$ cat config.mk
export PLATFORM = sky130hd
export DESIGN_NAME = rau_front
export DESIGN_NICKNAME = d
export VERILOG_FILES = /design/src/sv/rau_pkg.sv /design/src/sv/rau_front.sv
export SDC_FILE = /design/constraint.sdc
export NUM_CORES = 1
export LEC_CHECK = 0
export BUFFER_PORTS_ARGS = -buffer_cell sky130_fd_sc_hd__buf_2
export CAP_MARGIN = 20
export CORE_AREA = 2 2 102 104
export DETAILED_ROUTE_END_ITERATION = 7
export DIE_AREA = 0 0 104 106
export GPL_TIMING_DRIVEN = 1
export PLACE_DENSITY = 0.64
export SLEW_MARGIN = 0
export SYNTH_ARGS = -nofsm -noshare
export SYNTH_HDL_FRONTEND = slang
export SYNTH_SLANG_ARGS = --single-unit
$ cat constraint.sdc
create_clock -name vclk -period 3.7
set_input_delay 0.555 -clock vclk [all_inputs]
set_output_delay 0.555 -clock vclk [all_outputs]
set_load 0.005 [all_outputs]
$ cat src/sv/rau_pkg.sv
package rau_pkg;

  localparam int unsigned NumW = 32;
  localparam int unsigned DenW = 31;

  typedef enum logic [2:0] {
    OP_ADD = 3'd0,
    OP_SUB = 3'd1,
    OP_MUL = 3'd2,
    OP_DIV = 3'd3,
    OP_NEG = 3'd4,
    OP_CMP = 3'd5
  } op_e;

  typedef enum logic [1:0] {
    ST_OK   = 2'd0,
    ST_DIVZ = 2'd1,
    ST_OVF  = 2'd2
  } status_e;

  // classified job from front to back, magnitudes and signs split out
  typedef struct packed {
    logic [2:0]  op;
    logic        skip;   // unused code or error, result known already
    logic [1:0]  status;
    logic        a_neg;
    logic [32:0] a_mag;
    logic [30:0] a_den;
    logic        b_neg;
    logic [32:0] b_mag;
    logic [30:0] b_den;
  } job_t;

  typedef struct packed {
    logic [31:0] res_num;
    logic [30:0] res_den;
    logic [1:0]  status;
    logic        a_greater;
    logic        a_equal;
  } res_t;

endpackage

$ cat src/sv/rau_front.sv
module rau_front
  import rau_pkg::*;
#(
  parameter int unsigned DATA_WIDTH = 32
) (
  input  logic [2:0]  req_type_i,
  input  logic [31:0] a_num_i,
  input  logic [30:0] a_den_i,
  input  logic [31:0] b_num_i,
  input  logic [30:0] b_den_i,
  output job_t        job_o
);

  logic [DATA_WIDTH-1:0] a_raw, b_raw;
  logic [32:0]           a_mag, b_mag;
  logic [30:0]           a_den, b_den;
  logic                  a_neg, b_neg;

  // take the low field bits, split sign and magnitude
  always_comb begin
    a_raw = a_num_i[DATA_WIDTH-1:0];
    b_raw = b_num_i[DATA_WIDTH-1:0];
    a_neg = a_raw[DATA_WIDTH-1];
    b_neg = b_raw[DATA_WIDTH-1];
    a_mag = a_neg ? 33'(-{1'b0, a_raw}) & {{(33-DATA_WIDTH){1'b0}}, {DATA_WIDTH{1'b1}}}
                  : 33'(a_raw);
    b_mag = b_neg ? 33'(-{1'b0, b_raw}) & {{(33-DATA_WIDTH){1'b0}}, {DATA_WIDTH{1'b1}}}
                  : 33'(b_raw);
    if (a_neg && a_mag == '0) a_mag = 33'(1) << (DATA_WIDTH - 1);
    if (b_neg && b_mag == '0) b_mag = 33'(1) << (DATA_WIDTH - 1);
    a_den = 31'(a_den_i[DATA_WIDTH-2:0]);
    b_den = 31'(b_den_i[DATA_WIDTH-2:0]);
  end

  // classify
  always_comb begin
    job_o        = '0;
    job_o.op     = req_type_i;
    job_o.a_neg  = a_neg;
    job_o.a_mag  = a_mag;
    job_o.a_den  = a_den;
    job_o.b_neg  = b_neg;
    job_o.b_mag  = b_mag;
    job_o.b_den  = b_den;
    job_o.status = ST_OK;
    if (req_type_i > OP_CMP) begin
      job_o.skip = 1'b1;
    end else if (a_den == '0 || (req_type_i != OP_NEG && b_den == '0) ||
                 (req_type_i == OP_DIV && b_mag == '0)) begin
      job_o.skip   = 1'b1;
      job_o.status = ST_DIVZ;
    end
  end

endmodule

==> flow_metrics.env <==
export IMPL_coreArea_um2=10000
export IMPL_power_frac_clock_pct=0
export IMPL_whs_ps=1293
export IMPL_grt_start_max_net_pins=29
export IMPL_run_status="complete, but fails checks"
export IMPL_drtPass1Iterations=4
export IMPL_wl_per_cell_um=16.57
export IMPL_fin_nets=814
export IMPL_seq_cells=0
export IMPL_yosys_cell_count_top_type="buf_4"
export IMPL_slew_headroom_pct=60.87
export IMPL_intPower_mw=0.2458
export IMPL_drtIter0Drc=166
export IMPL_clockBufferCount=0
export IMPL_setup_viol=2
export IMPL_grt_pass1_vias=4004
export IMPL_ys_types=61
export IMPL_place_area_um2=4264
export IMPL_gp_congestion=0.9217
export IMPL_slowest_stage="or4_4"
export IMPL_total_power_mw=0.5063
export IMPL_die_w_um=104
export IMPL_dp_cells=809
export IMPL_start_kind="input pin"
export IMPL_worst_pin_slew_ps=579.6
export IMPL_worst_path_largest_cell_delay_ps=560
export IMPL_critPathKind="input pin to output pin"
export IMPL_layout_area_seq_um2=0
export IMPL_synthTopCellsByArea="buf_4, xnor2_1, nor4_1"
export IMPL_slew_violations=0
export IMPL_ir_worst_vdd_mv=0.05758
export IMPL_cp_cell_sequence="buf_2, or3_1, or4_4, o31ai_4, xnor2_1, or4_4, nor4_4, nand4b_1, and2_1, buf_2"
export IMPL_portBuffers=262
export IMPL_finalCritPeriodShare_pct=100.7
export IMPL_grtUsageTotal_pct=21.76
export IMPL_layout_drive_gt1_share_pct=54.05
export IMPL_seqPwrFrac_pct=0
export IMPL_final_hold_violation_count=0
export IMPL_rsz0062_at_grt="true"
export IMPL_final_cells=815
export IMPL_p_comb_share_pct=100.0
export IMPL_yosysSeqAreaShare_pct=0
export IMPL_failed_checks="negative setup slack"
export IMPL_switchingPower_mw=0.2605
export IMPL_vias_per_cell=5.280
export IMPL_grt_pass1_wl_mm=20.32
export IMPL_worstPathArrival_ps=3170
export IMPL_setup_tns_final_ps=-48.96
export IMPL_required_ps=3140
export IMPL_yosys_top_cells_count="buf_4, xnor2_1, nand2_1, nor4_1, nor2_1"
export IMPL_max_freq_ghz=0.2684
export IMPL_crit_path_end_kind="output pin"
export IMPL_avgSynthCellArea_um2=6.664
export IMPL_hpwlAfterDp_mm=11.25
export IMPL_period_needed_ps=3725
export IMPL_crit_path_max_fanout=3
export IMPL_ioPinCount=265
export IMPL_p_leak_nw=2.078
export IMPL_cp_num_buf_inv=2
export IMPL_start_util_pct=30.26
export IMPL_rows=37
export IMPL_crit_family="simple AND/OR/NAND/NOR gates"
export IMPL_fp_dieH_um=106
export IMPL_cts_hold_fix_buffers=0
export IMPL_multi_input_area_um2=2589
export IMPL_design_area_um2=4593
export IMPL_gr_total_overflow=0
export IMPL_drt_total_wl_mm=13.51
export IMPL_yosysTopAreaCell="buf_4"
export IMPL_switching_share_pct=51.46
export IMPL_fin_ws_ps=-25.19
export IMPL_p_per_area_nw_per_um2=110.2
export IMPL_die_area_um2=11020
export IMPL_num_vias=4303
export IMPL_syn_instance_count=454
export IMPL_hold_class="input pin to output pin"
export IMPL_drtAntennaViolNets=0
export IMPL_antenna_found_initial=0
export IMPL_diodes=0
export IMPL_nFillCells=1052
export IMPL_netlist_area_leader_share_pct=17.37
export IMPL_drc=0
export IMPL_yosysWarnings=0
export IMPL_area_delta_synth_final_pct=51.82
export IMPL_netlist_area_um2=3025
export IMPL_drv_cap=0
[per-layer routing]
layer	vias to the layer above	GRT usage, %	share of wire (%)
met5	-	0	0
met1	1982	29.38	43
met4	0	4.440	2.2
li1	2065	-	-
met2	232	36.28	46
met3	24	3.924	8.5
[through the flow]
stage                     utilization, %  setup WS (ps)
after floorplan                        -          216.9
after global placement             42.64         0.4374
after detailed placement           42.64         -353.8
after CTS                          43.49          1.618
after global routing               45.93         -95.24
final                              45.93         -25.19
[final cells by class]
class | instances | area share, %
Inverter | 9 | 0.8989
Multi-Input combinational cell | 349 | 56.36
Tap cell | 136 | 3.705
Timing Repair Buffer | 321 | 39.04
[path summary, 6_finish.rpt]
check                        from   endpoint  slack, ps  cells after the start
worst max-delay path  a_num_i[16]  job_o[96]        -30                     10
worst min-delay path  b_den_i[17]  job_o[17]       1290                      2
[placed cells by master, fill, tap and decap left out, types with 6 or more instances in the layout]
master,n
nor2_1,27
o21ai_0,21
nor3_1,18
xnor2_1,54
nand3_1,7
nor4_1,23
nand2_1,34
a21oi_1,9
o31ai_1,10
inv_1,7
buf_4,58
nand4_1,9
or3_1,9
or2_2,6
nand2b_1,6
buf_2,257
[kinds of logic after synthesis]
family	after synthesis	share of synthesized area, %
simple gates	188	34.99
buf+inv	107	22.54
compound gates	88	21.22
xor+xnor	59	17.08
mux	7	2.399
fa+ha+maj	4	1.654
other cells	1	0.1240
[power groups by stage]
stage	Sequential [mW]	Clock, mW	Combinational, mW
2_1_floorplan	0	0	0.244
5_1_grt	0	0	0.545
3_5_place_dp	0	0	0.468
4_1_cts	0	0	0.478
3_3_place_gp	0	0	0.464
6_report	0	0	0.506
[what timing repair did]
action,4_1_cts,5_1_grt
setup endpoints to repair,6,8
resized for setup,12,44
pin swaps,3,15
buffers inserted,2,4
No activity file was read; power rests on OpenSTA's default activity.
