--- config.mk ---
export PLATFORM = sky130hd
export DESIGN_NAME = rau_queue
export DESIGN_NICKNAME = d
export VERILOG_FILES = /design/src/sv/rau_pkg.sv /design/src/sv/rau_queue.sv
export SDC_FILE = /design/constraint.sdc
export NUM_CORES = 1
export LEC_CHECK = 0
export ABC_AREA = 1
export BUFFER_PORTS_ARGS = -buffer_cell sky130_fd_sc_hd__buf_2
export CORE_ASPECT_RATIO = 1.25
export CORE_UTILIZATION = 50
export CTS_CLUSTER_SIZE = 40
export DETAILED_ROUTE_END_ITERATION = 16
export PLACE_DENSITY = 0.77
export SLEW_MARGIN = 40
export SYNTH_ARGS = -nofsm -noshare
export SYNTH_HDL_FRONTEND = slang
export SYNTH_SLANG_ARGS = --single-unit
--- constraint.sdc ---
create_clock -name clk_i -period 10 [get_ports clk_i]
set_input_delay 1.5 -clock clk_i [delete_from_list [all_inputs] [get_ports clk_i]]
set_output_delay 1.5 -clock clk_i [all_outputs]
set_load 0.1 [all_outputs]
--- src/sv/rau_pkg.sv ---
package rau_pkg;

  localparam int unsigned NumW = 32;
  localparam int unsigned DenW = 31;

  typedef enum logic [2:0] {
    OP_ADD = 3'd0,
    OP_SUB = 3'd1,
    OP_MUL = 3'd2,
    OP_DIV = 3'd3,
    OP_NEG = 3'd4,
    OP_CMP = 3'd5
  } op_e;

  typedef enum logic [1:0] {
    ST_OK   = 2'd0,
    ST_DIVZ = 2'd1,
    ST_OVF  = 2'd2
  } status_e;

  // classified job from front to back, magnitudes and signs split out
  typedef struct packed {
    logic [2:0]  op;
    logic        skip;   // unused code or error, result known already
    logic [1:0]  status;
    logic        a_neg;
    logic [32:0] a_mag;
    logic [30:0] a_den;
    logic        b_neg;
    logic [32:0] b_mag;
    logic [30:0] b_den;
  } job_t;

  typedef struct packed {
    logic [31:0] res_num;
    logic [30:0] res_den;
    logic [1:0]  status;
    logic        a_greater;
    logic        a_equal;
  } res_t;

endpackage

--- src/sv/rau_queue.sv ---
module rau_queue
  import rau_pkg::*;
(
  input  logic clk_i,
  input  logic rst_ni,
  input  logic in_valid_i,
  output logic in_ready_o,
  input  job_t in_job_i,
  output logic out_valid_o,
  input  logic out_ready_i,
  output job_t out_job_o
);

  job_t       mem_q [2];
  logic       wr_q, rd_q;
  logic [1:0] cnt_q;

  assign in_ready_o  = cnt_q != 2'd2;
  assign out_valid_o = cnt_q != 2'd0;
  assign out_job_o   = mem_q[rd_q];

  // two-entry queue between front and back
  always_ff @(posedge clk_i or negedge rst_ni) begin
    if (!rst_ni) begin
      wr_q  <= 1'b0;
      rd_q  <= 1'b0;
      cnt_q <= 2'd0;
    end else begin
      if (in_valid_i && in_ready_o) wr_q <= ~wr_q;
      if (out_valid_o && out_ready_i) rd_q <= ~rd_q;
      cnt_q <= cnt_q + 2'(in_valid_i && in_ready_o) - 2'(out_valid_o && out_ready_i);
    end
  end

  always_ff @(posedge clk_i) begin
    if (in_valid_i && in_ready_o) mem_q[wr_q] <= in_job_i;
  end

endmodule

==> flow_summary.toml, run 1 <==
[finish]
fillers = 1526
final_common_cell = "nand2_1"
area_growth_syn_to_layout_pct = 21.51
final_cell_mix = "nand2_1, buf_2, edfxtp_1, clkbuf_16"
drive_gt1_share_pct = 30.67
nNetsFinal = 1165

[sta]
worst_pin_slew_ns = 0.7954
maxSlewViolCount = 0
layout_min_cycle_time_ns = 4.551
finalCritPeriodShare_pct = 45.51
setup_tns_ns = 0
final.setup_skew_ns = 0.01800
final-hold-violation-count = 0
fmax_ghz = 0.2197
setup_viol = 0
slew_headroom_pct = 46.98
rsz0062_at_grt = "no"

[worst_setup_path]
r2r_end = "mem_q[1][16]"
cp_max_fo = 92
cp_num_buf_inv = 3
cpMostUsedCell = "nand2_1"
worst-path-stages = 5
crit_chain = "inv_4, buf_6, nand2_1, nand2_1, buf_2"
crit_slowest_cell = "dfrtp_4"
slowest_delay_ns = 0.68
worst-r2r-cell-count = 5
arrival_ns = 3.05
regToRegSetupSlack_ns = 7.70
worst_setup_path_end_kind = "output pin"
cp_data_required_time_ns = 8.50
critPathKind = "reg -> out"
r2r_start = "cnt_q[1]"
cpLargestDelayFamily = "buffers and inverters"
start_kind = "flop"

[floorplan]
core_area_um2 = 20100
die-height_um = 162.2
die_area_um2 = 21100
pin_count = 278
chipWidth_um = 130.1
start_util_pct = 51.04
num_rows = 58

[logic_synthesis]
syn_area_um2 = 10260
ys_seq_area_share_pct = 80.59
synth-seq-cells = 276
synth_fp_nets = 884
syn_inst = 742
yosys_warnings = 0
ys_types = 10
syn_area_per_cell_um2 = 13.83

[hold_path]
hold_depth = 2
hp-class = "reg -> reg"
hold_path.startpoint = "wr_q"
hold_end = "wr_q"

[global_routing]
grt_pass1_wl_mm = 30.48
grt_overflow = 0
antenna_found_initial = 4
grt_max_degree = 96
track_usage_pct = 18.83
grt_pass1_vias = 6291

[route]
antenna_left = 0
viasPerCell = 4.753
routedWlPerCell_um = 15.29
drt-pass1-iter-count = 5
drt-total-wl_mm = 20.05
drt_iter0_drc = 418
vias = 6231
drc = 0

[place]
io_buffers = 277
finalWeightedCongestion = 0.7742
hpwl_mm = 12.50

[cts]
cts_resized = 0
numCtsBuffers = 25
holdBufCountCts = 0
cts_tree = "done"
clk_pin_slew_ns = 0.06
cts_max_path_buffers = 3
cts.sinks = 276
htree_levels = 1
clk_latency_ns = 0.51
cts_setup_buffers = 0
clockRootBuffer = "clkbuf_16"

[run_status]
outcome = "completed"

[flow_run]
drv_cap = 0
## worst max-delay path by stage
stage | from | slack [ns] | end
after detailed placement | rd_q | 5.99 | out_job_o[41]
after global placement | rd_q | 5.78 | out_job_o[14]
after global routing | rd_q | 5.27 | out_job_o[9]
final | rd_q | 5.45 | out_job_o[41]
after floorplan | in_valid_i | 2.07 | mem_q[1][0]
after CTS | rd_q | 5.42 | out_job_o[49]
## sequential cells by signal, summed over array words and instances (netlist names)
| signal | flops |
|---|---|
| cnt_q | 2 |
| wr_q | 1 |
| rd_q | 1 |
| mem_q | 272 |
## worst register-to-register path: cells and delay by family (launching register included)
kind / cells / cell delay [ns]
buffers and inverters: 2 / 1.11
DFF: 1 / 0.39
and+or+nand+nor: 3 / 0.37
## kinds of logic (layout without fill, tap and decap cells)
logic type | Yosys count | in the layout | synth area share [%]
fa+ha+maj | 2 | 2 | 0.2439
buf+inv | 39 | 337 | 3.585
flops | 276 | 276 | 80.59
other cells | 0 | 1 | 0
simple gates | 425 | 425 | 15.59
## cells in the mapped netlist, drive strengths merged
cell	number	area, um2
buf	30	334.1
dfrtp	4	100.1
edfxtp	272	8168
ha	2	25.02
inv	9	33.78
nand2	421	1580
nand3	3	15.01
nor2	1	3.750
## final cells by class
type,count,area (um2),share of cell area (%)
sequential,276,8272,66.35
multi-input combinational,427,1632,13.09
timing repair buffer,284,1470,11.79
clock buffer,32,651.9,5.229
tap,270,337.8,2.710
clock inverter,12,60.06,0.4817
inverter,9,41.29,0.3312
antenna,1,2.502,0.02007
## stage by stage
stage          hold slack, ns  util, %  cell area, um2  instances  setup slack (ns)
4_1_cts                0.4850    61.87           12440       1309             5.423
5_1_grt                0.5179    62.01           12460       1310             5.266
3_3_place_gp           0.4535    58.27           11710       1265             5.781
3_5_place_dp           0.4682    58.33           11730       1265             5.993
6_report               0.4786    62.02           12470       1311             5.449
2_1_floorplan          0.4419        -           10260        742             2.073
## routing by layer
metal | vias to the layer above | global-route usage, % | share of wire (%)
met5 | - | 0 | 0.17
met4 | 6 | 6.025 | 2.3
met3 | 40 | 5.402 | 8.4
met2 | 229 | 34.28 | 51
met1 | 2895 | 20.86 | 39
li1 | 3061 | - | -
Power of run 1 is not shown: default switching activity piles up to over one toggle a cycle in this logic, so the estimate is an artifact.
==> run 2, diff against run 1 <==
--- a/config.mk
+++ b/config.mk
@@ -5,13 +5,13 @@
 export SDC_FILE = /design/constraint.sdc
 export NUM_CORES = 1
 export LEC_CHECK = 0
-export ABC_AREA = 1
+export ABC_AREA = 0
 export BUFFER_PORTS_ARGS = -buffer_cell sky130_fd_sc_hd__buf_2
 export CORE_ASPECT_RATIO = 1.25
-export CORE_UTILIZATION = 50
+export CORE_UTILIZATION = 47
 export CTS_CLUSTER_SIZE = 40
 export DETAILED_ROUTE_END_ITERATION = 16
-export PLACE_DENSITY = 0.77
+export PLACE_DENSITY = 0.76
 export SLEW_MARGIN = 40
 export SYNTH_ARGS = -nofsm -noshare
 export SYNTH_HDL_FRONTEND = slang
==> constraint.sdc (replaced) <==
create_clock -name clk_i -period 4.05 [get_ports clk_i]
set_input_delay 0.6075 -clock clk_i [delete_from_list [all_inputs] [get_ports clk_i]]
set_output_delay 0.6075 -clock clk_i [all_outputs]
set_load 0.1 [all_outputs]
==> run 2 against run 1 <==
Core utilization decreased by 2.3 points. Register-to-register slack got worse by 5.7 ns. Global-route usage decreased by 2.4 points. Die area grew 4.6%. Cell count shrank 21%. Sequential cell count is the same. First-iteration DRC count down 41%. Critical path depth decreased by 2. Cell area is 0.48% higher.
==> flow_summary.toml, run 2 <==
[run_status]
outcome = "completed"

[cts]
cts_resized = 0
clk_latency_ns = 0.51
clockRootBuffer = "clkbuf_16"
holdBufCountCts = 1
numCtsBuffers = 25
cts_tree = "done"
htree_levels = 1
cts_max_path_buffers = 3
cts_setup_buffers = 0
clk_pin_slew_ns = 0.07
cts.sinks = 276

[route]
drt-pass1-iter-count = 4
vias = 5138
routedWlPerCell_um = 17.82
drt-total-wl_mm = 18.35
drt_iter0_drc = 247
viasPerCell = 4.988
drc = 0
antenna_left = 0

[sta]
layout_min_cycle_time_ns = 3.066
maxSlewViolCount = 0
finalCritPeriodShare_pct = 75.70
setup_viol = 0
rsz0062_at_grt = "no"
setup_tns_ns = 0
final-hold-violation-count = 0
fmax_ghz = 0.3262
setup_ws_ns = 0.9840
worst_pin_slew_ns = 0.6313
final.setup_skew_ns = 0.008996
slew_headroom_pct = 57.92

[floorplan]
die-height_um = 165.8
num_rows = 59
pin_count = 278
die_area_um2 = 22060
start_util_pct = 48.13
core_area_um2 = 20970
chipWidth_um = 133.1

[worst_setup_path]
cp_data_required_time_ns = 3.44
cp_max_fo = 46
critPathKind = "reg -> out"
start_kind = "flop"
arrival_ns = 2.46
worst_setup_path_end_kind = "output pin"

[place]
finalWeightedCongestion = 0.7494
dp_slack_ns = 1.486
io_buffers = 277
dpl-instance-area_um2 = 11770
hpwl_mm = 12.41

[finish]
drive_gt1_share_pct = 60.74
final_common_cell = "buf_2"
regMostFlops = "mem_q"
design_area_um2 = 12530
final_cell_mix = "buf_2, edfxtp_1, mux2_2, clkbuf_16, clkinv_1"
nNetsFinal = 880
area_growth_syn_to_layout_pct = 24.16
reg_top3 = "mem_q: 272 flops, cnt_q: 2 flops"
largest_reg_flops = 272

[logic_synthesis]
synth_edf_count = 272
synth.most_common_cell = "edfxtp_1"
yosys_warnings = 0
syn_area_um2 = 10090
ys_seq_area_share_pct = 81.94
synth_fp_nets = 582
synth.top_cell.area_share_pct = 80.95
syn_area_per_cell_um2 = 22.93
ys_types = 15
synth_top_cells_by_area = "edfxtp_1, mux2_2, clkbuf_8"
synth-seq-cells = 276
synth.top_cells.by_count = "edfxtp_1, mux2_2, clkbuf_8"
syn_inst = 440
synth_area_leader_cell = "edfxtp_1"
async_flop_share_pct = 1.449
synthFlopType = "edfxtp_1"

[global_routing]
grt_pass1_vias = 5539
grt_overflow = 0
grt_max_degree = 68
track_usage_pct = 16.43
antenna_found_initial = 2
grt_pass1_wl_mm = 28.21

[flow_run]
drv_cap = 0

[hold_path]
hp-class = "in -> reg"
run 2: cells by family after synthesis:
family | synth area share, %
and+or+nand+nor | 0.3225
xor gates and xnor gates | 0.3473
buffers and inverters | 1.959
DFF | 81.94
muxes | 15.18
adders and majority gates | 0.2480
run 2: worst paths after layout:
kind / from / to / slack [ns] / cells after the start
worst max-delay path: rd_q / out_job_o[75] / 0.98 / 3
worst min-delay path: in_job_i[58] / mem_q[1][58] / 0.29 / 1
worst max register to register: cnt_q[1] / mem_q[1][24] / 2.03 / 3
worst min register to register: cnt_q[0] / cnt_q[0] / 0.54 / 1
max in group asynchronous: rst_ni / rd_q / 3.49 / 2
min in group asynchronous: rst_ni / rd_q / 0.43 / 2
run 2: cell type report:
class | count | area (um2)
clock inverter | 17 | 111.4
fill | 1558 | 8438
multi-input combinational | 148 | 1637
inverter | 1 | 3.754
tap | 274 | 342.8
clock buffer | 26 | 629.4
antenna | 2 | 5.005
sequential | 276 | 8272
timing repair buffer | 286 | 1526
run 2: critical path, cell delays in order (launching register included):
cell	delay, ns
dfrtp_4	0.84
buf_4	0.42
mux2_2	0.39
buf_2	0.30
run 2: routing by layer:
layer	part of all wire (%)	vias to the layer above	track usage [%]
met3	7.2	43	4.121
met1	35	2536	16.92
met2	55	212	31.12
met5	0	-	0
met4	3.2	0	6.897
li1	-	2347	-
run 2: stage by stage:
step	std cells	utilization [%]	hold WS [ns]
global placement	983	56.02	0.4121
finish	1030	59.75	0.2852
detailed placement	984	56.15	0.4173
global route	1030	59.75	0.2630
floorplan	440	-	0.3119
CTS	1028	59.73	0.2660
Power of run 2 is left out for the same reason.
