[src/sv/rau_pkg.sv]
package rau_pkg;

  localparam int unsigned NumW = 32;
  localparam int unsigned DenW = 31;

  typedef enum logic [2:0] {
    OP_ADD = 3'd0,
    OP_SUB = 3'd1,
    OP_MUL = 3'd2,
    OP_DIV = 3'd3,
    OP_NEG = 3'd4,
    OP_CMP = 3'd5
  } op_e;

  typedef enum logic [1:0] {
    ST_OK   = 2'd0,
    ST_DIVZ = 2'd1,
    ST_OVF  = 2'd2
  } status_e;

  // classified job from front to back, magnitudes and signs split out
  typedef struct packed {
    logic [2:0]  op;
    logic        skip;   // unused code or error, result known already
    logic [1:0]  status;
    logic        a_neg;
    logic [32:0] a_mag;
    logic [30:0] a_den;
    logic        b_neg;
    logic [32:0] b_mag;
    logic [30:0] b_den;
  } job_t;

  typedef struct packed {
    logic [31:0] res_num;
    logic [30:0] res_den;
    logic [1:0]  status;
    logic        a_greater;
    logic        a_equal;
  } res_t;

endpackage

[src/sv/rau_back.sv]
module rau_back
  import rau_pkg::*;
#(
  parameter int unsigned DATA_WIDTH = 32
) (
  input  logic clk_i,
  input  logic rst_ni,
  input  logic job_valid_i,
  output logic job_ready_o,
  input  job_t job_i,
  output logic res_valid_o,
  input  logic res_ready_i,
  output res_t res_o
);

  typedef enum logic [8:0] {
    S_IDLE  = 9'b000000001,
    S_MUL1  = 9'b000000010,
    S_MUL2  = 9'b000000100,
    S_MUL3  = 9'b000001000,
    S_COMB  = 9'b000010000,
    S_GCD   = 9'b000100000,
    S_DIVN  = 9'b001000000,
    S_DIVD  = 9'b010000000,
    S_OUT   = 9'b100000000
  } state_e;

  localparam logic [63:0] Limit = 64'd1 << (DATA_WIDTH - 1);

  state_e      state_q, state_d;
  job_t        job_q;
  logic [63:0] t1_q, t2_q, dd_q;
  logic        neg_q;
  logic [63:0] nm_q, dn_q;      // value to reduce
  logic [63:0] gx_q, gy_q;      // gcd operands
  // shared remainder/quotient unit, one bit a cycle
  logic [63:0] dv_q, rem_q, quo_q;
  logic [6:0]  bit_q;
  logic        res_valid_q;
  res_t        res_q, res_d;

  logic [32:0] mx_a, mx_b;
  logic [63:0] prod;
  logic [64:0] trial;
  logic [63:0] rem_sh;
  logic        ln, rn;

  assign job_ready_o = state_q == S_IDLE && (!res_valid_q || res_ready_i);
  assign res_valid_o = res_valid_q;
  assign res_o       = res_q;

  // one 33x33 multiplier, shared across the three products
  always_comb begin
    mx_a = job_q.a_mag;
    mx_b = 33'(job_q.b_den);
    case (state_q)
      S_MUL1: begin
        mx_a = job_q.a_mag;
        mx_b = (job_q.op == OP_MUL) ? job_q.b_mag : 33'(job_q.b_den);
      end
      S_MUL2: begin
        mx_a = (job_q.op == OP_DIV) ? job_q.b_mag : 33'(job_q.b_den);
        mx_b = (job_q.op == OP_DIV || job_q.op == OP_MUL) ? 33'(job_q.a_den) : job_q.b_mag;
        if (job_q.op != OP_DIV && job_q.op != OP_MUL) mx_a = 33'(job_q.a_den);
      end
      S_MUL3: begin
        mx_a = 33'(job_q.a_den);
        mx_b = 33'(job_q.b_den);
      end
      default: ;
    endcase
    prod   = 64'(mx_a) * 64'(mx_b);
    rem_sh = {rem_q[62:0], dv_q[63]};
    trial  = {1'b0, rem_sh} - {1'b0, gy_q};
  end

  always_comb begin
    state_d = state_q;
    case (state_q)
      S_IDLE: if (job_valid_i && job_ready_o) state_d = job_i.skip ? S_OUT : S_MUL1;
      S_MUL1: state_d = S_MUL2;
      S_MUL2: state_d = S_MUL3;
      S_MUL3: state_d = S_COMB;
      S_COMB: state_d = (job_q.op == OP_CMP) ? S_OUT : S_GCD;
      S_GCD:  if (bit_q == 7'd0 && gy_q == '0 && gx_q != '0) state_d = S_DIVN;
      S_DIVN: if (bit_q == 7'd64) state_d = S_DIVD;
      S_DIVD: if (bit_q == 7'd64) state_d = S_OUT;
      S_OUT:  if (!res_valid_q || res_ready_i) state_d = S_IDLE;
      default: state_d = S_IDLE;
    endcase
  end

  // result word from the error status, the reduced value or the compare
  always_comb begin
    res_d = '0;
    ln    = job_q.a_neg && nm_q != '0;
    rn    = job_q.b_neg && t2_q != '0;
    if (job_q.skip) begin
      res_d.status = job_q.status;
    end else if (job_q.op == OP_CMP) begin
      if (ln != rn) begin
        res_d.a_greater = rn;
      end else begin
        res_d.a_equal   = nm_q == t2_q;
        res_d.a_greater = ln ? (nm_q < t2_q) : (nm_q > t2_q);
      end
    end else if (nm_q == '0) begin
      res_d.res_den = 31'd1;
    end else if (dn_q > Limit - 64'd1 ||
                 nm_q > (neg_q ? Limit : Limit - 64'd1)) begin
      res_d.status = ST_OVF;
    end else begin
      res_d.res_num = neg_q ? 32'(-nm_q) : 32'(nm_q);
      res_d.res_den = 31'(dn_q);
    end
  end

  always_ff @(posedge clk_i or negedge rst_ni) begin
    if (!rst_ni) begin
      state_q     <= S_IDLE;
      res_valid_q <= 1'b0;
    end else begin
      state_q <= state_d;
      if (state_q == S_OUT && (!res_valid_q || res_ready_i)) res_valid_q <= 1'b1;
      else if (res_ready_i) res_valid_q <= 1'b0;
    end
  end

  // datapath
  always_ff @(posedge clk_i) begin
    case (state_q)
      S_IDLE: begin
        if (job_valid_i && job_ready_o) begin
          job_q <= job_i;
          nm_q  <= '0;
          dn_q  <= 64'd1;
          bit_q <= '0;
        end
      end
      S_MUL1: t1_q <= prod;
      S_MUL2: t2_q <= prod;
      S_MUL3: dd_q <= prod;
      S_COMB: begin
        bit_q <= '0;
        case (job_q.op)
          OP_ADD, OP_SUB: begin
            logic s2;
            s2 = (job_q.op == OP_SUB) ? !job_q.b_neg : job_q.b_neg;
            if (t2_q == '0) s2 = 1'b0;
            dn_q <= dd_q;
            if (job_q.a_neg == s2) begin
              neg_q <= job_q.a_neg; nm_q <= t1_q + t2_q;
            end else if (t1_q >= t2_q) begin
              neg_q <= job_q.a_neg; nm_q <= t1_q - t2_q;
            end else begin
              neg_q <= s2; nm_q <= t2_q - t1_q;
            end
          end
          OP_MUL, OP_DIV: begin
            neg_q <= job_q.a_neg != job_q.b_neg;
            nm_q  <= t1_q;
            dn_q  <= (job_q.op == OP_MUL) ? dd_q : t2_q;
          end
          OP_NEG: begin
            neg_q <= !job_q.a_neg;
            nm_q  <= 64'(job_q.a_mag);
            dn_q  <= 64'(job_q.a_den);
          end
          default: begin
            nm_q <= t1_q;   // compare keeps l in nm, r in t2
          end
        endcase
        gx_q <= '0;
        gy_q <= '0;
      end
      S_GCD: begin
        // euclid: each remainder by a bit-serial division
        if (bit_q == 7'd0) begin
          if (gx_q == '0 && gy_q == '0) begin
            gx_q <= nm_q; gy_q <= dn_q;
          end else if (gy_q != '0) begin
            dv_q  <= gx_q; rem_q <= '0; bit_q <= 7'd1;
          end
        end else begin
          dv_q <= {dv_q[62:0], 1'b0};
          rem_q <= trial[64] ? rem_sh : trial[63:0];
          if (bit_q == 7'd64) begin
            gx_q  <= gy_q;
            gy_q  <= trial[64] ? rem_sh : trial[63:0];
            bit_q <= '0;
          end else begin
            bit_q <= bit_q + 7'd1;
          end
        end
      end
      S_DIVN, S_DIVD: begin
        // divide value by gcd (held in gy_q after a swap)
        if (bit_q == 7'd0) begin
          gy_q  <= gx_q;
          dv_q  <= (state_q == S_DIVN) ? nm_q : dn_q;
          rem_q <= '0; quo_q <= '0; bit_q <= 7'd1;
        end else begin
          dv_q  <= {dv_q[62:0], 1'b0};
          rem_q <= trial[64] ? rem_sh : trial[63:0];
          quo_q <= {quo_q[62:0], !trial[64]};
          if (bit_q == 7'd64) begin
            if (state_q == S_DIVN) nm_q <= {quo_q[62:0], !trial[64]};
            else dn_q <= {quo_q[62:0], !trial[64]};
            bit_q <= '0;
          end else begin
            bit_q <= bit_q + 7'd1;
          end
        end
      end
      S_OUT: begin
        if (!res_valid_q || res_ready_i) res_q <= res_d;
      end
      default: ;
    endcase
  end

endmodule

[config.mk]
export PLATFORM = sky130hd
export DESIGN_NAME = rau_back
export DESIGN_NICKNAME = d
export VERILOG_FILES = /design/src/sv/rau_pkg.sv /design/src/sv/rau_back.sv
export SDC_FILE = /design/constraint.sdc
export NUM_CORES = 2
export LEC_CHECK = 0
export BUFFER_PORTS_ARGS = -buffer_cell sky130_fd_sc_hd__buf_4
export CAP_MARGIN = 20
export CORE_MARGIN = 2
export CORE_UTILIZATION = 33
export DETAILED_ROUTE_END_ITERATION = 8
export GPL_ROUTABILITY_DRIVEN = 0
export REMOVE_ABC_BUFFERS = 1
export SYNTH_ARGS = -nofsm -noshare
export SYNTH_HDL_FRONTEND = slang
export SYNTH_SLANG_ARGS = --single-unit
export TNS_END_PERCENT = 50
[constraint.sdc]
create_clock -name clk_i -period 12.9 [get_ports clk_i]
set_input_delay 0.645 -clock clk_i [delete_from_list [all_inputs] [get_ports clk_i]]
set_output_delay 0.645 -clock clk_i [all_outputs]
set_load 0.01 [all_outputs]
==> reports/metrics.yaml <==
timing.rr.start: "state_q[6]"
hold_path_class: "primary input to flop"
grt_pass1_vias: 74243
ys_seq_area_frac: 0.2892
synth_top_area_cell: "edfxtp_1"
syn-cell-area_sq_um: 89010
syn_avg_cell_area_sq_um: 9.133
drt_iter0_drc: 10275
hpwl_mm: 270.6
grt_pass1_wl_mm: 488.7
hold-worst-slack_ns: 0.1134
crit_slowest_cell: "a221o_1"
ff2ff_setup_slack_ns: 0.55
clk_latency_ns: 0.71
grt-ovfl-total: 0
vias: 76054
reg2reg_to: "dd_q[63]"
drv_slew: 10
min_period_ns: 12.35
synth_top_area_frac: 0.2864
top_usage_layer: "met2"
met3_usage: 0.08494
yosysWarnings: 0
coreArea_sq_um: 268200
final_nets: 11428
async_flop_share: 0.01164
min_from: "job_i[51]"
worstPathArrival_ns: 12.75
violations: "DRC, slew limit"
synth_area_leaders: "edfxtp_1 29%, fa_1 22%, ha_1 8.5%"
num_io_pins: 209
cts.clk_slew.worst_paths_ns: 0.06
rsz0062_at_grt: "false"
finalSetupTns_ns: 0
critPathMaxFanout: 17
clk_path_buf_depth: 3
slowest_delay_ns: 0.97
tightest_slew_ns: 1.511
path_common_cell: "fa_1"
final-seq-area_sq_um: 25750
nFillCells: 26884
die_x_microns: 523.4
drive_gt1_frac: 0.06873
via_per_inst: 5.698
first_pass_iters: 9
place_ws_ns: 0.9290
cts_buffers: 89
wl_per_cell_microns: 25.22
cp.required_ns: 13.30
worst_setup_path_end_kind: "flop"
num_rows: 190
layout_setup_ws_ns: 0.5543
die_h_microns: 523.4
start_util: 0.3319
met1_usage: 0.3169
dieArea_sq_um: 273900
cts.sinks: 859
synth_edf_count: 849
hold_violations: 0
fin_worst_skew_ns: 0.04791
root_buffer: "clkbuf_16"
max_slew_margin: -0.007457
whs_path_depth: 1
syn_to_final_growth_pct: 10.02
setup_viol: 0
grt_max_degree: 182
status: "finished with violations"
worstSetupPathType: "flop to flop"
r2r_cells: 35
ant_nets: 0
io_buffers: 208
start_kind: "flop"
htreeDepth: 3
ys_ff_latch: 859
period_share: 0.9570
drv_cap: 0
use_met2: 0.3488
synth.distinct_cells: 90
drt_wl_total_mm: 336.7
hold_end: "job_q[51]"
yosys_most_used_dff: "edfxtp_1"
clock.fmax_mhz: 81.00
netlist_instances: 9746
antenna_found_initial: 9
cts_tree: "done"
drc: 2
multi_input_area_sq_um: 56900
track_usage: 0.2392
-- synthesized netlist by cell type, types with 17 or more instances --
master    count
o31ai_1      32
a21o_1      151
mux2i_1     128
clkbuf_1    452
buf_2        17
a22oi_1      43
o211ai_1     48
or3_1        20
nand2b_1     59
or4_1        20
a21oi_1     752
xor2_1       81
nor3_1      108
buf_1        47
inv_1      1299
nor4_1      101
a211oi_1     44
nor2_1     1082
o21ai_0     500
nand4_1      96
a31oi_1      49
xnor2_1     139
or2_2        20
nand2_1    1229
o221ai_1     70
and2_1      145
fa_1        961
nand3_1      77
edfxtp_1    849
o21a_1       29
and3_1       26
nor2b_1      40
a221oi_1     62
ha_1        603
a21boi_0     22
a221o_1      62
o21bai_1     80
-- cell families after synthesis --
logic type	Yosys count	synth area share
and+or+nand+nor	3059	0.1486
adders and majority gates	1564	0.3009
AOI/OAI and AO/OA	2090	0.1472
xor gates and xnor gates	220	0.02165
DFF	859	0.2892
muxes	136	0.01541
buffers and inverters	1818	0.07699
-- cell usage in the layout (no fill, tap or decap), types with 48 or more instances in the layout --
| cell | n |
|---|---|
| a21o_1 | 150 |
| o221ai_1 | 70 |
| fa_1 | 961 |
| edfxtp_1 | 849 |
| mux2i_1 | 128 |
| nor4_1 | 100 |
| xor2_1 | 80 |
| nand4_1 | 96 |
| nor2_1 | 1071 |
| nand3_1 | 76 |
| o21ai_0 | 499 |
| buf_4 | 401 |
| inv_1 | 1296 |
| a221o_1 | 62 |
| nor3_1 | 107 |
| o211ai_1 | 48 |
| xnor2_1 | 138 |
| o21bai_1 | 80 |
| clkbuf_16 | 89 |
| ha_1 | 603 |
| nand2b_1 | 58 |
| nand2_1 | 1227 |
| a21oi_1 | 747 |
| and2_1 | 143 |
-- layout make-up --
type / instances / area share
antenna: 4 / 0.0001022
clock buffer: 107 / 0.02343
clock inverter: 52 / 0.005915
inverter: 1300 / 0.04988
multi-input combinational: 7069 / 0.5810
sequential: 859 / 0.2629
tap: 3552 / 0.04538
timing repair buffer: 405 / 0.03140
-- worst max-delay path: cells and delay by family, from the launching register on --
kind                       cells  cell delay (ns)
adders and majority gates      9             4.47
and+or+nand+nor               11             3.51
AOI/OAI and AO/OA              9             3.20
DFF                            1             0.44
buffers and inverters          5             0.28
xor gates and xnor gates       1             0.11
-- per-layer routing --
layer  vias up  routed length, microns
li1      32781                       -
met1     37196                  130700
met2      5167                  140600
met3       902                   46890
met4         8                   18370
met5         -                     104
-- worst max path at each step --
stage / start / end / slack [ns] / cells past startpoint
detailed placement: state_q[7] / t1_q[63] / 0.93 / 36
global placement: state_q[6] / dd_q[63] / 0.94 / 36
CTS: state_q[7] / t2_q[63] / 0.88 / 36
floorplan: state_q[6] / dd_q[63] / -2.10 / 35
finish: state_q[6] / dd_q[63] / 0.55 / 35
global route: state_q[6] / t2_q[63] / 0.02 / 36
-- stage by stage --
stage | util | std cells | cell area (sq um)
6_report | 0.3652 | 13348 | 97930
5_1_grt | 0.3652 | 13346 | 97930
4_1_cts | 0.3651 | 13342 | 97900
3_5_place_dp | 0.3543 | 13182 | 95010
3_3_place_gp | 0.3543 | 13182 | 95010
2_1_floorplan | - | 9228 | 87040
-- what timing repair did --
item,CTS,global route
endpoints found under the setup margin,0,0
endpoints found under the hold margin,10,0
hold buffers,1,0
resized for setup,0,0
setup buffers,0,0
-- state kept, by name, indices dropped and copies added, names as in the netlist, 7 cells and up --
name and count:
bit_q 7, dd_q 64, dn_q 64, dv_q 64, gx_q 64, gy_q 64
job_q 136, nm_q 64, quo_q 63, rem_q 63, res_o 67, state_q 9
t1_q 64, t2_q 64
Power is left out: the tool's default activity adds up to more than one toggle a clock period on the data nets, which glitch-free logic cannot reach.
